--- src/rtl/ftmd_pkg.sv ---
// Shared constants for the feature track motion detector.
`default_nettype none
package ftmd_pkg;
   localparam int MAX_FEATURES = 1024;
   localparam int IDX_W        = $clog2(MAX_FEATURES + 1);
   localparam int ADDR_W       = (MAX_FEATURES > 1) ? $clog2(MAX_FEATURES) : 1;
   localparam int COORD_W      = 16;
   localparam int SQ_W         = 2 * COORD_W;
   localparam int ALU_W        = 35;
   localparam int ROOT_STEPS   = 17;
   localparam int ROOT_W       = 17;
   localparam int SUM_W        = 27;
   localparam int MEAN_W       = 17;
   localparam int THR_W        = 16;
   localparam int STEP_W       = 5;
   localparam int REM_W        = IDX_W;
   localparam logic [THR_W-1:0] THR_RESET = 16'd480;
endpackage
`default_nettype wire

--- src/rtl/ftmd_alu.sv ---
// Shared compare-and-subtract unit for the root and divide iterations.
`default_nettype none
module ftmd_alu (
   input  wire logic [ftmd_pkg::ALU_W-1:0] op_a,
   input  wire logic [ftmd_pkg::ALU_W-1:0] op_b,
   output      logic [ftmd_pkg::ALU_W-1:0] diff,
   output      logic                       ge
);
   logic [ftmd_pkg::ALU_W:0] wide_diff;

   assign wide_diff = {1'b0, op_a} - {1'b0, op_b};
   assign ge        = ~wide_diff[ftmd_pkg::ALU_W];
   assign diff      = wide_diff[ftmd_pkg::ALU_W-1:0];
endmodule
`default_nettype wire

--- config.mk ---
export PLATFORM = sky130hd
export DESIGN_NAME = ftmd_alu
export DESIGN_NICKNAME = d
export VERILOG_FILES = /design/src/rtl/ftmd_pkg.sv /design/src/rtl/ftmd_alu.sv
export SDC_FILE = /design/constraint.sdc
export NUM_CORES = 1
export LEC_CHECK = 0
export BUFFER_PORTS_ARGS = -buffer_cell sky130_fd_sc_hd__buf_4
export CORE_ASPECT_RATIO = 0.75
export CORE_MARGIN = 4
export CORE_UTILIZATION = 25
export DETAILED_ROUTE_END_ITERATION = 8
export GPL_TIMING_DRIVEN = 1
export RECOVER_POWER = 25
export SLEW_MARGIN = 20
export SYNTH_ARGS = -nofsm -noshare
export SYNTH_HDL_FRONTEND = slang
export SYNTH_SLANG_ARGS = --single-unit
--- constraint.sdc ---
create_clock -name vclk -period 2.7
set_input_delay 0.135 -clock vclk [all_inputs]
set_output_delay 0.135 -clock vclk [all_outputs]
set_load 0.01 [all_outputs]
# == After elaboration in Yosys (flattened, before gate mapping) ==
# Index checks and enable logic that the tools add are counted.
# word_totals
regBits,0
latch_bits,0
mem_bits_rw,0
mem_bits_ro,0
input_bits,70
wordCells,2
memories,0
# op_classes
n_addsub,1
n_mul,0
div_mod_pow,0
n_lt_le_gt_ge,0
eq_ne,0
shifts,0
muxes,0
bitwise,1
reduce_logical,0
# op_table
cell,count
35-bit by 35-bit subtractor with 36-bit output,1
1-bit inverter,1

# == Logic depth before layout (Yosys ltp) ==
# Gate-level depths: netlist of run 1.
# depth
ltp_word,2
ltp_mapped,10
ltp_nobuf,10

# == Worst setup path before layout of run 1 ==
# No wires, ideal clock.
# synth_timing
path_kind,input port to output port
start,input port op_a[0] (netlist name)
end,output port diff[26] (netlist name)
arrival_ps,2062
t_required_ps,2565
slack_ps,503
stages,10
path_buffers,0
cell_sequence,inv_1 > ha_1 > fa_1 > nor2b_1 > o2111ai_1 > a21oi_2 > o211a_1 > o21a_1 > a21bo_2 > xor2_1
# synth_via
elab_chain_cells,1
# synth_lines
element,line,text
from (decl),ftmd_alu.sv:4,"input wire logic [ftmd_pkg::ALU_W-1:0] op_a,"
35-bit by 35-bit subtractor with 36-bit output,ftmd_alu.sv:11,"assign wide_diff = {1'b0, op_a} - {1'b0, op_b};"
to (decl),ftmd_alu.sv:6,"output logic [ftmd_pkg::ALU_W-1:0] diff,"
# Every way passes these cells.

# == Worst setup path in the final report of run 1 ==
# layout_timing
start,input port op_a[4] (netlist name)
end,output port diff[30] (netlist name)
# Same word-level chain as after synthesis.

==> results.toml, run 1 <==
[outcome]
status = "finished, final reports clean"

[yosys]
synth_top_family_by_area = "compound AO/OA/AOI/OAI gates"
synth_compound_area_frac = 0.380
synth_fa_ha_area_frac = 0.209
syn_avg_cell_area_sq_um = 6.65
synth.area.mux_share = 0.00456
synthXorXnorAreaFrac = 0.112
synth_top_area_frac = 0.200
yosys-top-cells-area = "ha_1 20%, a21oi_1 8.2%, inv_1 7.5%"
synth_nets = 436
synth-simple-area-share = 0.203
post_synth_instance_area_sq_mm = 0.00219
synthCells = 330
synth_top_cell_by_area = "ha_1"
yosysWarnings = 0
yosysUniqueCellTypes = 52
synth_seq_area_share = 0

[setup_path]
crit_cells = 10
path_buf_inv = 2
crit_path_cell_trace = "buf_4, ha_1, a21o_1, a21oi_1, a21oi_4, o211a_1, o21a_1, a21bo_2, a211oi_2, buf_4"
worstPathRequired_ns = 2.57
critPathMostFrequentCell = "buf_4"
critPathLaunchType = "input port"
critPathCaptureType = "output port"
crit_path_top_delay_cell = "ha_1"
critical_path.top_delay_family = "compound AO/OA/AOI/OAI gates"
crit_type = "in2out"
slowest_delay_ns = 0.37
crit_fanout = 5
critPathArrivalTime_ns = 2.43

[routing]
viasPerCell = 5.02
drtIter0Drc = 202
wirelength_microns = 7350
drc = 0
firstDrtPassIters = 4
routed-via-count = 2694
post_drt_wl_per_cell_microns = 13.7
ant_nets = 0

[sta]
clock.fmax_mhz = 391
holdWs_ns = 0.603
min_period_ns = 2.56
slew_violations = 0
period_share = 0.948
rsz0062_at_grt = "false"
worst_slew_pin_slew_ns = 0.377
relSlewSlack = 0.747
setup_viol = 0
hold_viol = 0
tns_ns = 0

[power_and_ir_drop]
powerDensity_mw_per_mm2 = 283
ir_worst_vdd_mv = 0.103
power_leakage_nw = 1.64

[global_route]
grt_overflow = 0
grt_pass1_vias = 2482
grt_max_degree = 10
grt_antenna_before_repair = 0
grt_pass1_wl_microns = 11500
track_usage = 0.133

[cells_and_area]
nets = 537
nClkBuffers = 0
n_antenna_cell = 0
drive_above_1_share = 0.268
n_fill_cell = 941
fin_util = 0.364
multi_input_area_sq_mm = 0.00201
seq_cells = 0
area_growth_pct = 41.0
regArea_sq_um = 0

[die]
core.rowCount = 29
dieArea_sq_mm = 0.0104
fp.dieW_microns = 116
io_pins = 106
start_util = 0.258
die_h_microns = 89.1
design.core.area_sq_mm = 0.00849

[placed_design]
gp_congestion = 0.896
portBuffers = 106
dp_hpwl_microns = 6510

[worst_hold_path]
hp-class = "in2out"
worstHoldPathCells = 4

[flow_run]
drv_cap = 0

[clock_network]
postCtsSetupRepairBufs = 0
power breakdown:
| part | switching [mW] | leakage, nW | internal (mW) |
|---|---|---|---|
| combinational | 0.461 | 1.64 | 0.414 |
| sequential | 0 | 0 | 0 |
| clock | 0 | 0 | 0 |
| total | 0.461 | 1.64 | 0.414 |
cell type report:
cell class                 count  area share
timing repair buffer         108       0.254
tap                          108      0.0437
inverter                      44      0.0534
multi-input combinational    277       0.649
cell usage after synthesis, types with 2 or more instances:
cell type	count
nand2b_1	5
and3_1	2
clkbuf_1	7
ha_1	35
nor3_1	3
xor2_1	12
inv_1	44
a21o_1	20
o21a_1	6
nand2_1	33
o2111ai_1	3
o21ai_0	17
o31ai_1	3
a311oi_1	2
o221ai_1	2
a211oi_2	2
a21oi_1	36
nand3_1	7
nand4_1	7
buf_2	2
a31oi_1	6
o21bai_1	2
xnor2_1	16
nor2b_1	5
o21ai_1	3
nor2_1	20
o21ai_2	2
and2_1	4
stage by stage:
stage	setup slack (ns)	cell area (sq um)	std cells	total power, mW
final	0.140	3090	537	0.876
after global routing	0.0177	3090	537	0.964
after CTS	0.123	3100	537	0.890
after detailed placement	0.128	3100	537	0.886
after global placement	0.159	3100	537	0.882
after floorplan	0.503	2190	330	0.515
logic make-up after synthesis:
| logic type | after synthesis |
|---|---|
| compound gates | 120 |
| xor+xnor | 28 |
| fa+ha+maj | 36 |
| buf+inv | 53 |
| mux | 1 |
| simple gates | 92 |
cells in the final DEF, fill, tap and decap left out, drive strengths merged, types with 2 or more instances in the layout:
master / netlist / routed
a211oi: 2 / 2
a21o: 20 / 20
a21oi: 37 / 37
a311oi: 3 / 3
a31oi: 6 / 6
and2: 4 / 4
and3: 2 / 2
buf: 2 / 101
clkbuf: 7 / 7
ha: 35 / 35
inv: 44 / 44
nand2: 33 / 33
nand2b: 5 / 5
nand3: 7 / 7
nand4: 8 / 8
nor2: 21 / 21
nor2b: 5 / 5
nor3: 3 / 3
o2111ai: 4 / 4
o21a: 6 / 6
o21ai: 22 / 22
o21bai: 2 / 2
o221ai: 2 / 2
o31ai: 3 / 3
xnor2: 16 / 16
xor2: 12 / 12
worst paths after layout:
kind,slack (ns),end,start
worst max-delay path,0.14,diff[30],op_a[4]
worst min-delay path,0.60,diff[0],op_b[0]
layer usage:
| layer | vias to the layer above | global-route usage | routed length, microns |
|---|---|---|---|
| li1 | 1381 | - | - |
| met1 | 1237 | 0.201 | 3600 |
| met2 | 70 | 0.214 | 3280 |
| met3 | 6 | 0.00812 | 391 |
| met4 | 0 | 0.0137 | 73 |
| met5 | - | 0 | 0 |
timing repair:
item / 4_1_cts / 5_1_grt
resized for setup: 0 / 3
hold buffers: 0 / 0
endpoints found under the setup margin: 0 / 3
Note: power is estimated with default switching activity, not from simulation.
==> run 2: changes to the inputs <==
--- a/config.mk
+++ b/config.mk
@@ -6,11 +6,14 @@
 export NUM_CORES = 1
 export LEC_CHECK = 0
 export BUFFER_PORTS_ARGS = -buffer_cell sky130_fd_sc_hd__buf_4
+export CELL_PAD_IN_SITES_DETAIL_PLACEMENT = 1
+export CELL_PAD_IN_SITES_GLOBAL_PLACEMENT = 2
 export CORE_ASPECT_RATIO = 0.75
 export CORE_MARGIN = 4
 export CORE_UTILIZATION = 25
 export DETAILED_ROUTE_END_ITERATION = 8
 export GPL_TIMING_DRIVEN = 1
+export PLACE_DENSITY_LB_ADDON = 0.1
 export RECOVER_POWER = 25
 export SLEW_MARGIN = 20
 export SYNTH_ARGS = -nofsm -noshare
==> run 2 against run 1 <==
Net effect: core utilization is 0.66 points higher; critical path depth up 2; non-clock buffer count increased by 6; worst setup slack better by 0.0065 ns; flip-flop and latch count stayed put; total power rose by 3.5%; global-route usage is 1.8 points higher; critical path type unchanged; largest cell class unchanged.
==> results.toml, run 2 (synthesis results as in run 1) <==
[sta]
slew_violations = 0
period_share = 0.946
worst_slew_pin_slew_ns = 0.427
hold_viol = 0
fin_ws_ns = 0.146
clock.fmax_mhz = 392
relSlewSlack = 0.714
min_period_ns = 2.55
setup_viol = 0

[setup_path]
critPathArrivalTime_ns = 2.42
critPathLaunchType = "input port"
crit_path_top_delay_cell = "fa_2"
crit_fanout = 4
crit_path_cell_trace = "buf_4, inv_1, ha_1, fa_2, nor2b_2, o2111ai_2, a21oi_2, o21ai_2, o21ai_1, a21boi_1, xnor2_1, buf_4"
crit_type = "in2out"
critical_path.top_delay_family = "compound AO/OA/AOI/OAI gates"
slowest_delay_ns = 0.37
worstPathRequired_ns = 2.57
path_buf_inv = 3
critPathCaptureType = "output port"
critPathMostFrequentCell = "buf_4"

[cells_and_area]
fin_util = 0.371
nClkBuffers = 0
drive_above_1_share = 0.292
seq_cells = 0
layout_commonest_cell = "buf_4"
final_cell_mix = "111 x buf_4, 44 x inv_1, 36 x a21oi_1, 35 x ha_1, 33 x nand2_1"
n_fill_cell = 1118
nets = 543
regArea_sq_um = 0
n_antenna_cell = 0
area_growth_pct = 43.5

[global_route]
grt_antenna_before_repair = 0
track_usage = 0.151
grt_max_degree = 10
grt_overflow = 0
grt_pass1_wl_microns = 13100
grt_pass1_vias = 2634

[die]
start_util = 0.258
design.core.area_sq_mm = 0.00849
die_h_microns = 89.1
core.rowCount = 29
io_pins = 106
dieArea_sq_mm = 0.0104
fp.dieW_microns = 116

[worst_hold_path]
hp-class = "in2out"

[placed_design]
dp_hpwl_microns = 7400
portBuffers = 106
pre_cts_slack_ns = 0.000197
gp_congestion = 0.870

[power_and_ir_drop]
power_leakage_nw = 1.68
ir_worst_vdd_mv = 0.110
pwr-share-seq = 0
intPower_mw = 0.434
powerDensity_mw_per_mm2 = 288
power_frac_comb = 1.000
p_sw_mw = 0.472
p_sw_frac = 0.521
p_clk_frac = 0

[outcome]
status = "finished, final reports clean"

[routing]
post_drt_wl_per_cell_microns = 15.2
drtIter0Drc = 119
ant_nets = 0
routed-via-count = 2693
firstDrtPassIters = 4
viasPerCell = 4.96
wirelength_microns = 8260
drc = 0

[flow_run]
drv_cap = 0

[clock_network]
cts_hold_buf = 0
==> run 2: cell types whose count changed in the layout (fill, tap and decap cells not counted), sizes merged <==
cell	previous run	this run
buf	101	111
clkbuf	7	3
==> run 2: power groups by stage <==
stage	Clock [mW]	Sequential [mW]	Combinational, mW
2_1_floorplan	0	0	0.515
3_3_place_gp	0	0	0.904
3_5_place_dp	0	0	0.912
4_1_cts	0	0	0.916
5_1_grt	0	0	1.00
6_report	0	0	0.906
==> run 2: cell type report <==
class,count,area (sq um),area share
multi-input cells,277,2000,0.636
inverters,44,165,0.0525
well taps,108,135,0.0429
repair buffers,114,845,0.268
==> run 2: routing by layer <==
| metal | vias up | share of wire | GRT usage |
|---|---|---|---|
| met2 | 72 | 0.37 | 0.212 |
| met5 | - | 0 | 0 |
| met4 | 0 | 0 | 0 |
| met3 | 0 | 0.055 | 0.0135 |
| met1 | 1223 | 0.57 | 0.256 |
| li1 | 1398 | - | - |
==> run 2: timing repair <==
item	CTS	global route
resized for setup	0	3
pin swaps	1	4
hold endpoints to repair	0	0
endpoints found under the setup margin	1	5
setup buffers	1	1
==> run 2: worst paths after layout <==
kind  startpoint  endpoint  slack [ns]  cells past startpoint
min      op_b[0]   diff[0]        0.62                      4
max      op_a[0]  diff[28]        0.15                     12
==> run 2: per-stage QoR <==
stage	area, sq um	TNS (ns)	power, mW	hold slack (ns)	std cells
global route	3150	-0.00814	1.00	0.647	543
global placement	3130	0	0.904	0.617	541
finish	3150	0	0.906	0.620	543
floorplan	2190	0	0.515	0.418	330
CTS	3140	0	0.916	0.649	542
detailed placement	3130	0	0.912	0.647	541
==> run 3: changes to the inputs <==
==> constraint.sdc (replaced) <==
create_clock -name vclk -period 2.7
set_input_delay 0 -clock vclk [all_inputs]
set_output_delay 0 -clock vclk [all_outputs]
set_load 0.01 [all_outputs]
==> run 3 against run 2 <==
Net effect: sequential share of layout area unchanged; highest routed layer unchanged; cell count shrank 1.5%; die area is the same; largest power group unchanged; via count is 3.7% lower; critical endpoint is now diff[26].
==> results.toml, run 3 (synthesis results as in run 1) <==
[outcome]
status = "finished, final reports clean"

[sta]
clock.fmax_mhz = 412
worst_slew_pin_slew_ns = 0.459
tns_ns = 0
period_share = 0.900
hold_viol = 0
rsz0062_at_grt = "false"
setup_viol = 0
slew_violations = 0
relSlewSlack = 0.694
min_period_ns = 2.43

[power_and_ir_drop]
ir_worst_vdd_mv = 0.0990
pwr-share-seq = 0
p_sw_mw = 0.464
power_frac_comb = 1.000
powerDensity_mw_per_mm2 = 286
p_clk_frac = 0
power_leakage_nw = 1.62
p_sw_frac = 0.533
totalPowerFinal_mw = 0.872
intPower_mw = 0.407

[die]
dieArea_sq_mm = 0.0104
design.core.area_sq_mm = 0.00849
core.rowCount = 29
io_pins = 106
die_h_microns = 89.1
fp.dieW_microns = 116
start_util = 0.258

[placed_design]
dp_hpwl_microns = 7200
portBuffers = 106
gp_congestion = 0.839
place_area_sq_mm = 0.00309

[routing]
routed-via-count = 2593
ant_nets = 0
drtIter0Drc = 88
firstDrtPassIters = 4
viasPerCell = 4.85
drc = 0
wirelength_microns = 7940
post_drt_wl_per_cell_microns = 14.8

[cells_and_area]
final_cell_mix = "98 x buf_4, 44 x inv_1, 36 x a21oi_1, 35 x ha_1, 33 x nand2_1"
drive_above_1_share = 0.258
nClkBuffers = 0
layout_commonest_cell = "buf_4"
seq_cells = 0
n_antenna_cell = 0
fin_area_sq_mm = 0.00305
nets = 535
regArea_sq_um = 0
n_fill_cell = 1121
area_growth_pct = 39.1
multi_input_area_sq_mm = 0.00199

[setup_path]
crit_path_cell_trace = "buf_4, inv_1, ha_1, fa_1, nor2b_1, o2111ai_1, a21oi_2, o211a_1, o21a_1, a21bo_2, xor2_1, buf_4"
worstPathRequired_ns = 2.70
path_buf_inv = 3
crit_path_top_delay_cell = "fa_1"
slowest_delay_ns = 0.40
critPathLaunchType = "input port"
critical_path.top_delay_family = "compound AO/OA/AOI/OAI gates"
critPathMostFrequentCell = "buf_4"
crit_type = "in2out"
crit_fanout = 5
critPathCaptureType = "output port"
critPathArrivalTime_ns = 2.43

[global_route]
grt_pass1_wl_microns = 12800
track_usage = 0.149
grt_overflow = 0
grt_max_degree = 10
grt_pass1_vias = 2572
grt_antenna_before_repair = 0

[worst_hold_path]
worstHoldStart = "op_b[0]"
worstHoldPathCells = 4
min_to = "diff[0]"
hp-class = "in2out"

[clock_network]
cts_hold_buf = 0
cts-resized-gates = 0
postCtsSetupRepairBufs = 0

[flow_run]
drv_cap = 0
[run 3: stage by stage]
step / util / setup slack, ns / hold slack [ns] / std cells
detailed placement: 0.364 / 0.268 / 0.348 / 535
finish: 0.359 / 0.271 / 0.329 / 535
global placement: 0.364 / 0.348 / 0.345 / 535
CTS: 0.364 / 0.259 / 0.348 / 535
global route: 0.359 / 0.0569 / 0.357 / 535
floorplan: - / 0.773 / 0.148 / 330
[run 3: power groups by stage]
| stage | Sequential (mW) | Combinational [mW] | Clock [mW] |
|---|---|---|---|
| global placement | 0 | 0.891 | 0 |
| floorplan | 0 | 0.515 | 0 |
| finish | 0 | 0.872 | 0 |
| global route | 0 | 0.967 | 0 |
| detailed placement | 0 | 0.896 | 0 |
| CTS | 0 | 0.900 | 0 |
[run 3: tightest hold or removal path, stage by stage]
cell and delay, ns:
buf_4 0.08, ha_1 0.10, inv_1 0.03, clkbuf_1 0.11
[run 3: worst max-delay path by stage]
stage / start / end / slack [ns] / depth (start not counted)
6_report: op_a[0] / diff[26] / 0.27 / 12
5_1_grt: op_a[0] / diff[28] / 0.06 / 12
4_1_cts: op_a[0] / diff[28] / 0.26 / 12
3_5_place_dp: op_a[0] / diff[28] / 0.27 / 12
3_3_place_gp: op_a[0] / diff[28] / 0.35 / 12
2_1_floorplan: op_a[0] / diff[26] / 0.77 / 10
[run 3: metal layers]
layer,vias up,GRT usage,wire length [microns]
met5,-,0,0
met4,0,0,0
met3,0,0.00744,494
met2,70,0.192,2780
met1,1142,0.269,4660
li1,1381,-,-
[run 3: area by class of cell]
class	instances	area share
inverter	44	0.0541
multi-input combinational	277	0.651
tap	108	0.0443
timing repair buffer	106	0.251
